<file path="config.mk">
export PLATFORM = sky130hd
export DESIGN_NAME = flpa_size
export DESIGN_NICKNAME = d
export VERILOG_FILES = /design/src/design/flpa_pkg.sv /design/src/design/flpa_size.sv
export SDC_FILE = /design/constraint.sdc
export NUM_CORES = 1
export LEC_CHECK = 0
export BUFFER_PORTS_ARGS = -buffer_cell sky130_fd_sc_hd__buf_2
export CAP_MARGIN = 20
export CORE_ASPECT_RATIO = 0.7
export CORE_UTILIZATION = 47
export CTS_CLUSTER_DIAMETER = 40
export CTS_CLUSTER_SIZE = 25
export DETAILED_ROUTE_END_ITERATION = 6
export PLACE_DENSITY = 0.7
export SLEW_MARGIN = 20
export SYNTH_ARGS = -nofsm -noshare
export SYNTH_HDL_FRONTEND = slang
export SYNTH_SLANG_ARGS = --single-unit
</file>
<file path="constraint.sdc">
create_clock -name clk -period 6.2 [get_ports clk]
set_input_delay 0.31 -clock clk [delete_from_list [all_inputs] [get_ports clk]]
set_output_delay 0.31 -clock clk [all_outputs]
set_load 0.02 [all_outputs]
</file>
<file path="src/design/flpa_pkg.sv">
// flpa_pkg: shared constants, types and helpers for the pool allocator
// no dependencies; imported by every module of the block
package flpa_pkg;

  localparam int POOL_MAX_BYTES = 4096;
  localparam int HEADER_BYTES   = 8;
  localparam int NODE_BYTES     = 8;
  localparam int SLOTS          = POOL_MAX_BYTES / NODE_BYTES;
  localparam int SLOT_W         = $clog2(SLOTS);
  localparam int GRAN_W         = $clog2(NODE_BYTES);
  localparam int ADDR_W         = 13;
  localparam int CNT_W          = 13;
  localparam int DADDR_W        = 12;
  localparam int STEP_W         = SLOT_W + 1;
  localparam int PROD_W         = 2 * CNT_W;

  // request and status codes
  localparam logic REQ_ALLOC = 1'b0;
  localparam logic REQ_FREE  = 1'b1;

  localparam logic [1:0] ST_ALLOC = 2'd0;
  localparam logic [1:0] ST_NOFIT = 2'd1;
  localparam logic [1:0] ST_FREED = 2'd2;

  // pool control from the register side to the engine
  typedef struct packed {
    logic              clr_req;
    logic [ADDR_W-1:0] pool;
  } pool_ctl_t;

  // sizing result from the multiply unit
  typedef struct packed {
    logic              too_big;
    logic [ADDR_W-1:0] total;
  } size_res_t;

  // node store entry index of a pool offset
  function automatic logic [SLOT_W-1:0] slot_of(input logic [ADDR_W-1:0] pos);
    slot_of = pos[GRAN_W +: SLOT_W];
  endfunction

endpackage

</file>
<file path="src/design/flpa_size.sv">
// flpa_size: block size of an allocate request (count * bytes + header, rounded)
// depends on flpa_pkg
module flpa_size import flpa_pkg::*; (
  input  logic             clk,
  input  logic             load,
  input  logic [CNT_W-1:0] item_count,
  input  logic [CNT_W-1:0] item_bytes,
  input  logic [ADDR_W-1:0] pool,
  output size_res_t        res
);

  logic [PROD_W-1:0] prod_r;
  logic [PROD_W:0]   t_sum;
  logic [PROD_W:0]   t_round;

  // product registered on the accepted transfer
  always_ff @(posedge clk) begin
    if (load) begin
      prod_r <= PROD_W'(item_count) * PROD_W'(item_bytes);
    end
  end

  // add header, round up to a whole granule, compare with the pool
  always_comb begin
    t_sum   = {1'b0, prod_r} + (PROD_W+1)'(HEADER_BYTES + NODE_BYTES - 1);
    t_round = {t_sum[PROD_W:GRAN_W], {GRAN_W{1'b0}}};
    res.too_big = t_round > {{(PROD_W+1-ADDR_W){1'b0}}, pool};
    res.total   = t_round[ADDR_W-1:0];
  end

endmodule

</file>
[After elaboration in Yosys (flattened, before gate mapping)]
Cells that the tools add are included.
Word-level totals
  bits in registers: 26
  word-level logic and storage cells: 4
Operators by class
  magnitude comparators: 1
  add/sub/neg operators: 1
  multipliers: 1
Operators by type and width (count)
  26-bit by 4-bit adder with 27-bit output (second input constant): 1
  27-bit by 13-bit greater-than comparator with 1-bit output: 1
  13-bit by 13-bit multiplier with 26-bit output: 1

[Logic depth before layout (Yosys ltp)]
Gate-level depths: netlist (run 1).
  depth after elaboration: 2
  gate-level depth with buffers: 19
  depth with buffers taken out: 18

[Least setup slack after synthesis (run 1)]
Ideal clock, no wire load.
  kind: input to register
  from: input port item_count[5]
  to: register prod_r[18], data pin
  stages on the path: 18
  setup time: 0.260 ns
  slack: 1.149 ns
  buffers on the path: 1
  arrival: 4.791 ns
  cells stage by stage: clkbuf_1 and2_1 fa_1 inv_1 fa_1 inv_1 fa_1 inv_1 fa_1 fa_1 inv_1 ha_1 a21oi_1 o211ai_1 a221o_1 a21o_1 a21oi_1 xnor2_1
On the way
  longest elaborated chain between the ends: 1
Ends and longest elaborated chain
  start, declared: line flpa_size.sv:6  | input logic [CNT_W-1:0] item_count,
  13-bit by 13-bit multiplier with 26-bit output: line flpa_size.sv:19  | prod_r <= PROD_W'(item_count) * PROD_W'(item_bytes);
  end signal, assigned: line flpa_size.sv:19
  end, declared: line flpa_size.sv:12  | logic [PROD_W-1:0] prod_r;
No other way between the ends.
A chain may end at the register's enable or synchronous reset.

[Final worst setup path (run 1)]
  from: input port item_count[6]
  to: register prod_r[18], data pin
Same word-level chain as after synthesis.

==> results.toml, run 1 <==
[clock_tree]
cts-htree-levels = 1
post_cts.repair.setup_buffers = 0
cts_tree = "built"
root_buffer = "clkbuf_16"
holdBufCountCts = 0
cts_buffer_depth = 2
cts_sinks = 26
cts.clk_slew.worst_paths_ns = 0.07
cts_buffers = 3
cts_resized = 0

[timing]
fmax_mhz = 192
finalWorstSetupSlack_ns = 0.982
setup_violations = 0
slew_headroom_pct = 59.4
fin_crit_ns = 5.22
worst_slew_pin_slew_ns = 0.609
period_share_pct = 84.2
hold_viol_final = 0
final-max-slew-violation-count = 0
finalSetupTns_ns = 0
rsz0062_at_grt = "no"

[die]
coreArea_mm2 = 0.0147
rows = 37
die_x_um = 148
dieArea_mm2 = 0.0155
die_h_um = 104
ioPinCount = 55
initial_core_util_pct = 48.1

[cells_and_area]
regMostFlops = "prod_r"
layout.nets = 1059
diodes = 0
reg_top3 = "prod_r: 26 flops"
drive_above_1_share_pct = 8.22
largest_reg_flops = 26
final_cells = 1010
final_cell_area_mm2 = 0.00754
area_delta_synth_final_pct = 6.87

[synth]
yosysWarningCount = 0
syn_area_mm2 = 0.00705
synth_area_per_cell_um2 = 8.95
yosys-top-cells-count = "inv_1 (190), fa_1 (121), nand2_1 (102)"
yosys.area.top_type_share_pct = 34.3
synth_flop_cell = "edfxtp_1"
ys_seq_area_share_pct = 11.1
yosysMostFrequentCell = "inv_1"
synthArstFlopShare_pct = 0
synthTopCellsByArea = "fa_1 (34%), ha_1 (14%), edfxtp_1 (11%)"
synth_cell_types = 58
ys_ff_latch = 26
synth_edf_count = 26
syn_inst = 788
yosys.area.top_type = "fa_1"

[routing]
vias_per_cell = 5.15
drc_errors = 0
drt_pass1_iterations = 4
routedWlPerCell_um = 14.2
drtAntennaViolNets = 0
vias = 5198
drtIter0Drc = 183
drt-total-wl_um = 14300

[grt]
grt_util_met1_pct = 27.6
grt_use_met2_pct = 33.7
grt_pass1_wl_um = 24600
top_usage_layer = "met2"
grt_pass1_vias = 5306
met3_usage_pct = 2.85
grt_use_total_pct = 19.8
antenna_found_initial = 0
grt-ovfl-total = 0
grt_max_degree = 27

[pwr]
power_density_mw_per_mm2 = 455
switching_share_pct = 50.1
p_switching_mw = 1.72
internal_power_mw = 1.71
combPwrFrac_pct = 80.5
seqPwrFrac_pct = 14.0
ir_worst_vdd_mv = 0.371
p_total_mw = 3.43
p_leak_nw = 3.93
clkPwrFrac_pct = 5.6

[worst_setup_path]
cp_cell_sequence = "buf_2 -> and2_1 -> fa_1 -> inv_1 -> fa_1 -> inv_1 -> fa_1 -> inv_1 -> fa_1 -> fa_1 -> inv_1 -> ha_1 -> a21oi_1 -> o211ai_1 -> a221o_1 -> a21o_1 -> a21oi_1 -> xnor2_1"
cp_common_cell = "fa_1"
critPathKind = "in2reg"
setup.worst_path.end_class = "flop"
worstPathRequired_ns = 6.21
critPathLaunchType = "input pin"
crit_fanout = 13
critPathMaxStageDelay_ns = 0.55
cp.arrival_ns = 5.23
cp_slowest_cell = "fa_1"

[status]
outcome = "finished, final reports clean"

[hold_path]
min_path_type = "in2reg"

[placement]
placedCellCount = 1006
dp_hpwl_um = 12300
gp_congestion = 0.816
dp_slack_ns = 0.712
io_buffers = 51
place_area_mm2 = 0.00743

[job]
cap_violations = 0
layout make-up:
| type | instances | area [um2] |
|---|---|---|
| fillers | 1401 | 7140 |
| clock buffers | 3 | 75.1 |
| repair buffers | 52 | 263 |
| inverters | 191 | 717 |
| flip-flops and latches | 26 | 781 |
| well taps | 195 | 244 |
| clock inverters | 1 | 30.0 |
| multi-input cells | 542 | 5430 |
power by group through the flow:
| stage | Combinational, mW | Sequential [mW] | Clock [mW] |
|---|---|---|---|
| 2_1_floorplan | 2.20 | 0.465 | 0 |
| 3_3_place_gp | 2.71 | 0.480 | 0 |
| 3_5_place_dp | 2.78 | 0.480 | 0 |
| 4_1_cts | 2.80 | 0.479 | 0.193 |
| 5_1_grt | 3.18 | 0.489 | 0.202 |
| 6_report | 2.76 | 0.479 | 0.190 |
cell usage in the layout (no fill, tap or decap), drive strengths merged, types with 4 or more instances in the layout:
master	n
xor2	13
edfxtp	26
nor2	12
fa	121
ha	81
a21oi	18
a21o	8
nand4	7
o21ai	13
nand2	102
nor3	5
xnor2	16
buf	52
nand3	7
and3	4
inv	191
and2	87
mux2i	4
stage by stage:
step	hold slack [ns]	util (%)
detailed placement	0.831	50.6
finish	0.566	51.4
floorplan	0.422	-
global placement	0.841	50.6
CTS	0.555	51.4
global route	0.575	51.4
cell families after synthesis:
family,count (synthesis),share of synthesized area (%)
adder cells (fa/ha/maj),202,48.7
multiplexers,4,0.568
other,1,0.0532
AO/OA/AOI/OAI,67,6.58
buffers and inverters,222,12.1
flip-flops,26,11.1
XOR/XNOR,29,3.60
AND/OR/NAND/NOR,237,17.3
worst paths after layout:
path / from / end / cells after the start
hold / removal: item_bytes[0] / prod_r[0]$_DFFE_PP_ / 2
setup / recovery: item_count[6] / prod_r[18]$_DFFE_PP_ / 18
worst max-delay path, delay by kind of cell:
kind                       cells  cell delay [ns]
adders and majority gates      6             2.90
and+or+nand+nor                1             0.22
buffers and inverters          5             0.40
AOI/OAI and AO/OA              5             1.29
xor gates and xnor gates       1             0.09
per-layer routing:
layer / wire (um) / up-vias
li1: - / 2457
met1: 6590 / 2616
met2: 7020 / 117
met3: 659 / 8
met4: 80 / 0
met5: 0 / -
No activity file was read; power rests on OpenSTA's default activity.
==> inputs of run 2 (changes only) <==
PLACE_DENSITY = 0.72   (was 0.7)
clock period = 4.8 ns   (was 6.2 ns; I/O delays follow)
==> results.toml, run 2 (synthesis results as in run 1) <==
[timing]
slew_headroom_pct = 60.8
hold_slack_ns = 0.515
fmax_mhz = 214
period_share_pct = 97.5
final-max-slew-violation-count = 0
finalSetupTns_ns = 0
rsz0062_at_grt = "yes"
fin_crit_ns = 4.68
worst_slew_pin_slew_ns = 0.588
hold_viol_final = 0
setup_violations = 0

[pwr]
power_density_mw_per_mm2 = 704
ir_worst_vdd_mv = 0.652
p_leak_nw = 4.37

[routing]
routedWlPerCell_um = 13.6
drt-total-wl_um = 14800
drt_pass1_iterations = 4
vias_per_cell = 4.94
drtIter0Drc = 184
drtAntennaViolNets = 0
vias = 5393
drc_errors = 0

[cells_and_area]
multiInputGateArea_mm2 = 0.00573
mostFrequentLayoutCells = "inv_1 (173), fa_1 (119), nand2_1 (98)"
regMostFlops = "prod_r"
largest_reg_flops = 26
regArea_um2 = 781
drive_above_1_share_pct = 24.5
final_common_cell = "inv_1"
diodes = 0
final_cells = 1092
reg_top3 = "prod_r: 26 flops"
layout.nets = 1142
area_delta_synth_final_pct = 20.9
fillers = 1281

[placement]
dp_hpwl_um = 13000
placedCellCount = 1087
gp_congestion = 0.844
io_buffers = 51

[clock_tree]
holdBufCountCts = 0
cts_tree = "built"
cts_buffers = 3
cts_sinks = 26
cts_buffer_depth = 2
root_buffer = "clkbuf_16"
cts-htree-levels = 1
cts.clk_slew.worst_paths_ns = 0.06

[worst_setup_path]
critPathLaunchType = "input pin"
worstPathRequired_ns = 4.82
setup.worst_path.end_class = "flop"
cp.arrival_ns = 4.70
critPathKind = "in2reg"
crit_fanout = 9

[status]
outcome = "finished, final reports clean"

[die]
initial_core_util_pct = 48.1
die_x_um = 148
die_h_um = 104
rows = 37
coreArea_mm2 = 0.0147
dieArea_mm2 = 0.0155
ioPinCount = 55

[grt]
grt_pass1_wl_um = 26400
grt_max_degree = 27
grt-ovfl-total = 0
antenna_found_initial = 0
grt_use_total_pct = 21.2
grt_pass1_vias = 5801

[hold_path]
min_path_type = "in2reg"

[job]
cap_violations = 0
run 2: changes by cell type in the layout (fill, tap and decap cells not counted), moves of 6 or more:
| cell | before | now |
|---|---|---|
| a21oi_2 | 0 | 7 |
| inv_1 | 190 | 173 |
| ha_4 | 0 | 9 |
| buf_6 | 0 | 12 |
| ha_1 | 81 | 69 |
| buf_2 | 51 | 33 |
| and2_1 | 86 | 69 |
| and2_4 | 0 | 17 |
| a21oi_1 | 18 | 10 |
| clkbuf_4 | 0 | 6 |
| buf_4 | 1 | 83 |
| inv_2 | 1 | 18 |
run 2: layer usage:
metal  global-route usage [%]  up-vias  wire [um]
met5                        0        -          0
li1                         -     2624          -
met1                     29.0     2672       7100
met3                     2.72       10        550
met4                     1.99        0         97
met2                     37.0       87       7090
run 2: cell type report:
| cell class | count | share of cell area (%) |
|---|---|---|
| multi-input cells | 542 | 67.2 |
| well taps | 195 | 2.86 |
| inverters | 191 | 8.41 |
| repair buffers | 135 | 11.5 |
| clock buffers | 3 | 0.880 |
| flip-flops and latches | 26 | 9.15 |
run 2: final timing paths:
path	startpoint	endpoint	slack, ns	cells after the start
setup / recovery	item_count[4]	prod_r[23]$_DFFE_PP_	0.12	17
hold / removal	item_bytes[0]	prod_r[0]$_DFFE_PP_	0.51	2
run 2: critical path: stages:
cell       delay [ns]
clkbuf_4         0.20
nand2_1          0.10
fa_1             0.46
fa_1             0.54
inv_1            0.06
fa_1             0.50
fa_1             0.55
inv_1            0.05
fa_1             0.53
inv_1            0.06
ha_4             0.26
a21oi_2          0.15
nand2_1          0.10
o2111ai_2        0.27
a41oi_4          0.19
buf_4            0.18
a211o_1          0.24
run 2: timing repair:
action | 4_1_cts | 5_1_grt
buffers inserted | 0 | 3
endpoints found under the setup margin | 4 | 8
pin swaps | 2 | 57
resized for setup | 4 | 92
run 2: stage by stage:
step	util (%)	cell area (um2)	total power [mW]	worst slack, ns
after global routing	58.1	8530	6.72	-0.0532
after detailed placement	55.9	8200	5.31	-0.430
final	58.1	8530	6.00	0.121
after global placement	55.9	8200	5.20	-0.364
after floorplan	-	7260	3.81	0.00301
after CTS	56.5	8290	5.57	0.00341
run 2: power breakdown:
part | internal (mW) | switching, mW | leakage [nW]
Clock | 0.110 | 0.0730 | 0.0370
Sequential | 0.543 | 0.0731 | 0.254
Combinational | 2.58 | 2.63 | 4.08
Total | 3.23 | 2.77 | 4.37
==> inputs of run 3 (changes only) <==
SETUP_SLACK_MARGIN = 0.4   (was default)
==> results.toml, run 3 (synthesis results as in run 1) <==
[placement]
dp_hpwl_um = 12900
place_area_mm2 = 0.00820
io_buffers = 51
gp_congestion = 0.862

[cells_and_area]
fin_util_pct = 59.9
mostFrequentLayoutCells = "inv_1 (170), fa_1 (117), nand2_1 (95)"
drive_above_1_share_pct = 26.5
regMostFlops = "prod_r"
area_delta_synth_final_pct = 24.6
reg_top3 = "prod_r: 26 flops"
fillers = 1247
final_cell_area_mm2 = 0.00878
regArea_um2 = 781
multiInputGateArea_mm2 = 0.00580
layout.nets = 1149
largest_reg_flops = 26
final_common_cell = "inv_1"

[pwr]
ir_worst_vdd_mv = 0.618
switching_share_pct = 46.1
clkPwrFrac_pct = 3.1
internal_power_mw = 3.22
combPwrFrac_pct = 86.5
p_leak_nw = 4.49
p_total_mw = 5.97
seqPwrFrac_pct = 10.3
p_switching_mw = 2.75
power_density_mw_per_mm2 = 679

[worst_setup_path]
critPathMaxStageDelay_ns = 0.54
endpoint = "prod_r[23]$_DFFE_PP_"
cp_slowest_cell = "fa_1"
setup.worst_path.end_class = "flop"
crit_buf_inv = 5
path_delay_family = "adder cells"
cp_common_cell = "fa_1"
cp_num_cells = 18
cp-startpoint = "item_count[5]"
cp_cell_sequence = "buf_12 -> and2_4 -> fa_1 -> inv_2 -> fa_1 -> inv_2 -> fa_1 -> fa_1 -> inv_2 -> fa_1 -> inv_2 -> ha_4 -> nand4_1 -> nor3_4 -> o21ai_2 -> a41oi_2 -> nor4b_2 -> a211o_1"
critPathKind = "in2reg"
cp.arrival_ns = 4.67
crit_fanout = 5
critPathLaunchType = "input pin"
worstPathRequired_ns = 4.81

[hold_path]
holdPathStages = 1
holdCritStartpoint = "load"
min_path_type = "in2reg"

[timing]
slew_headroom_pct = 62.3
fmax_mhz = 215
setup_violations = 0
fin_crit_ns = 4.65
final-max-slew-violation-count = 0
worst_slew_pin_slew_ns = 0.566
hold_viol_final = 0
period_share_pct = 96.9
rsz0062_at_grt = "yes"
finalSetupTns_ns = 0

[die]
rows = 37
die_h_um = 104
coreArea_mm2 = 0.0147
dieArea_mm2 = 0.0155
die_x_um = 148
ioPinCount = 55
initial_core_util_pct = 48.1

[clock_tree]
cts_buffer_depth = 2
root_buffer = "clkbuf_16"
cts.clk_slew.worst_paths_ns = 0.06
cts_tree = "built"
cts-htree-levels = 1
cts_buffers = 3
holdBufCountCts = 0
cts_sinks = 26

[routing]
drt-total-wl_um = 15400
drt_pass1_iterations = 4
drtAntennaViolNets = 0
vias_per_cell = 4.96
drc_errors = 0
routedWlPerCell_um = 14.0
vias = 5466
drtIter0Drc = 228

[grt]
antenna_found_initial = 1
grt-ovfl-total = 0
grt_pass1_vias = 5975
grt_max_degree = 27
grt_use_total_pct = 21.7
grt_pass1_wl_um = 27000

[job]
cap_violations = 0

[status]
outcome = "finished, final reports clean"
## run 3: changes by cell type in the layout (fill, tap and decap cells not counted), moves of 4 or more
cell | before | now
buf_4 | 83 | 90
o21ai_1 | 2 | 6
buf_12 | 0 | 7
and2_4 | 17 | 21
clkbuf_4 | 6 | 2
and2_1 | 69 | 65
buf_2 | 33 | 28
## run 3: area by class of cell
cell class / count / share of cell area [%]
clock buffers: 3 / 0.855
diodes: 1 / 0.0285
well taps: 195 / 2.78
flip-flops and latches: 26 / 8.89
inverters: 191 / 8.16
clock inverters: 1 / 0.0427
repair buffers: 142 / 13.2
multi-input cells: 542 / 66.1
## run 3: worst min-delay path by stage
| stage | end | slack [ns] |
|---|---|---|
| finish | prod_r[0]$_DFFE_PP_ | 0.50 |
| floorplan | prod_r[0]$_DFFE_PP_ | 0.35 |
| global placement | prod_r[3]$_DFFE_PP_ | 0.78 |
| detailed placement | prod_r[1]$_DFFE_PP_ | 0.79 |
| global route | prod_r[0]$_DFFE_PP_ | 0.53 |
| CTS | prod_r[1]$_DFFE_PP_ | 0.51 |
## run 3: timing repair
| action | 4_1_cts | 5_1_grt |
|---|---|---|
| pin swaps | 24 | 28 |
| gates resized for setup | 58 | 50 |
| gates cloned | 0 | 1 |
| buffers inserted | 9 | 7 |
| endpoints found under the setup margin | 11 | 15 |
## run 3: metrics by stage
stage / hold WS (ns) / instances / setup slack [ns]
2_1_floorplan: 0.352 / 790 / 0.107
3_3_place_gp: 0.777 / 1079 / -0.189
3_5_place_dp: 0.788 / 1079 / -0.265
4_1_cts: 0.512 / 1092 / 0.153
5_1_grt: 0.530 / 1100 / -0.0976
6_report: 0.504 / 1101 / 0.148
## run 3: power groups by stage
stage / clock network (mW) / logic (mW) / registers, mW
2_1_floorplan: 0 / 3.36 / 0.601
3_3_place_gp: 0 / 4.64 / 0.618
3_5_place_dp: 0 / 4.75 / 0.618
4_1_cts: 0.191 / 4.97 / 0.616
5_1_grt: 0.199 / 5.87 / 0.632
6_report: 0.186 / 5.17 / 0.617
## run 3: metal layers
layer / wire (um) / up-vias / track usage, % / part of all wire [%]
li1: - / 2647 / - / -
met3: 674 / 4 / 3.07 / 4.4
met2: 7580 / 100 / 38.9 / 49
met1: 7140 / 2715 / 28.7 / 46
met4: 25 / 0 / 1.84 / 0.16
met5: 0 / - / 0 / 0
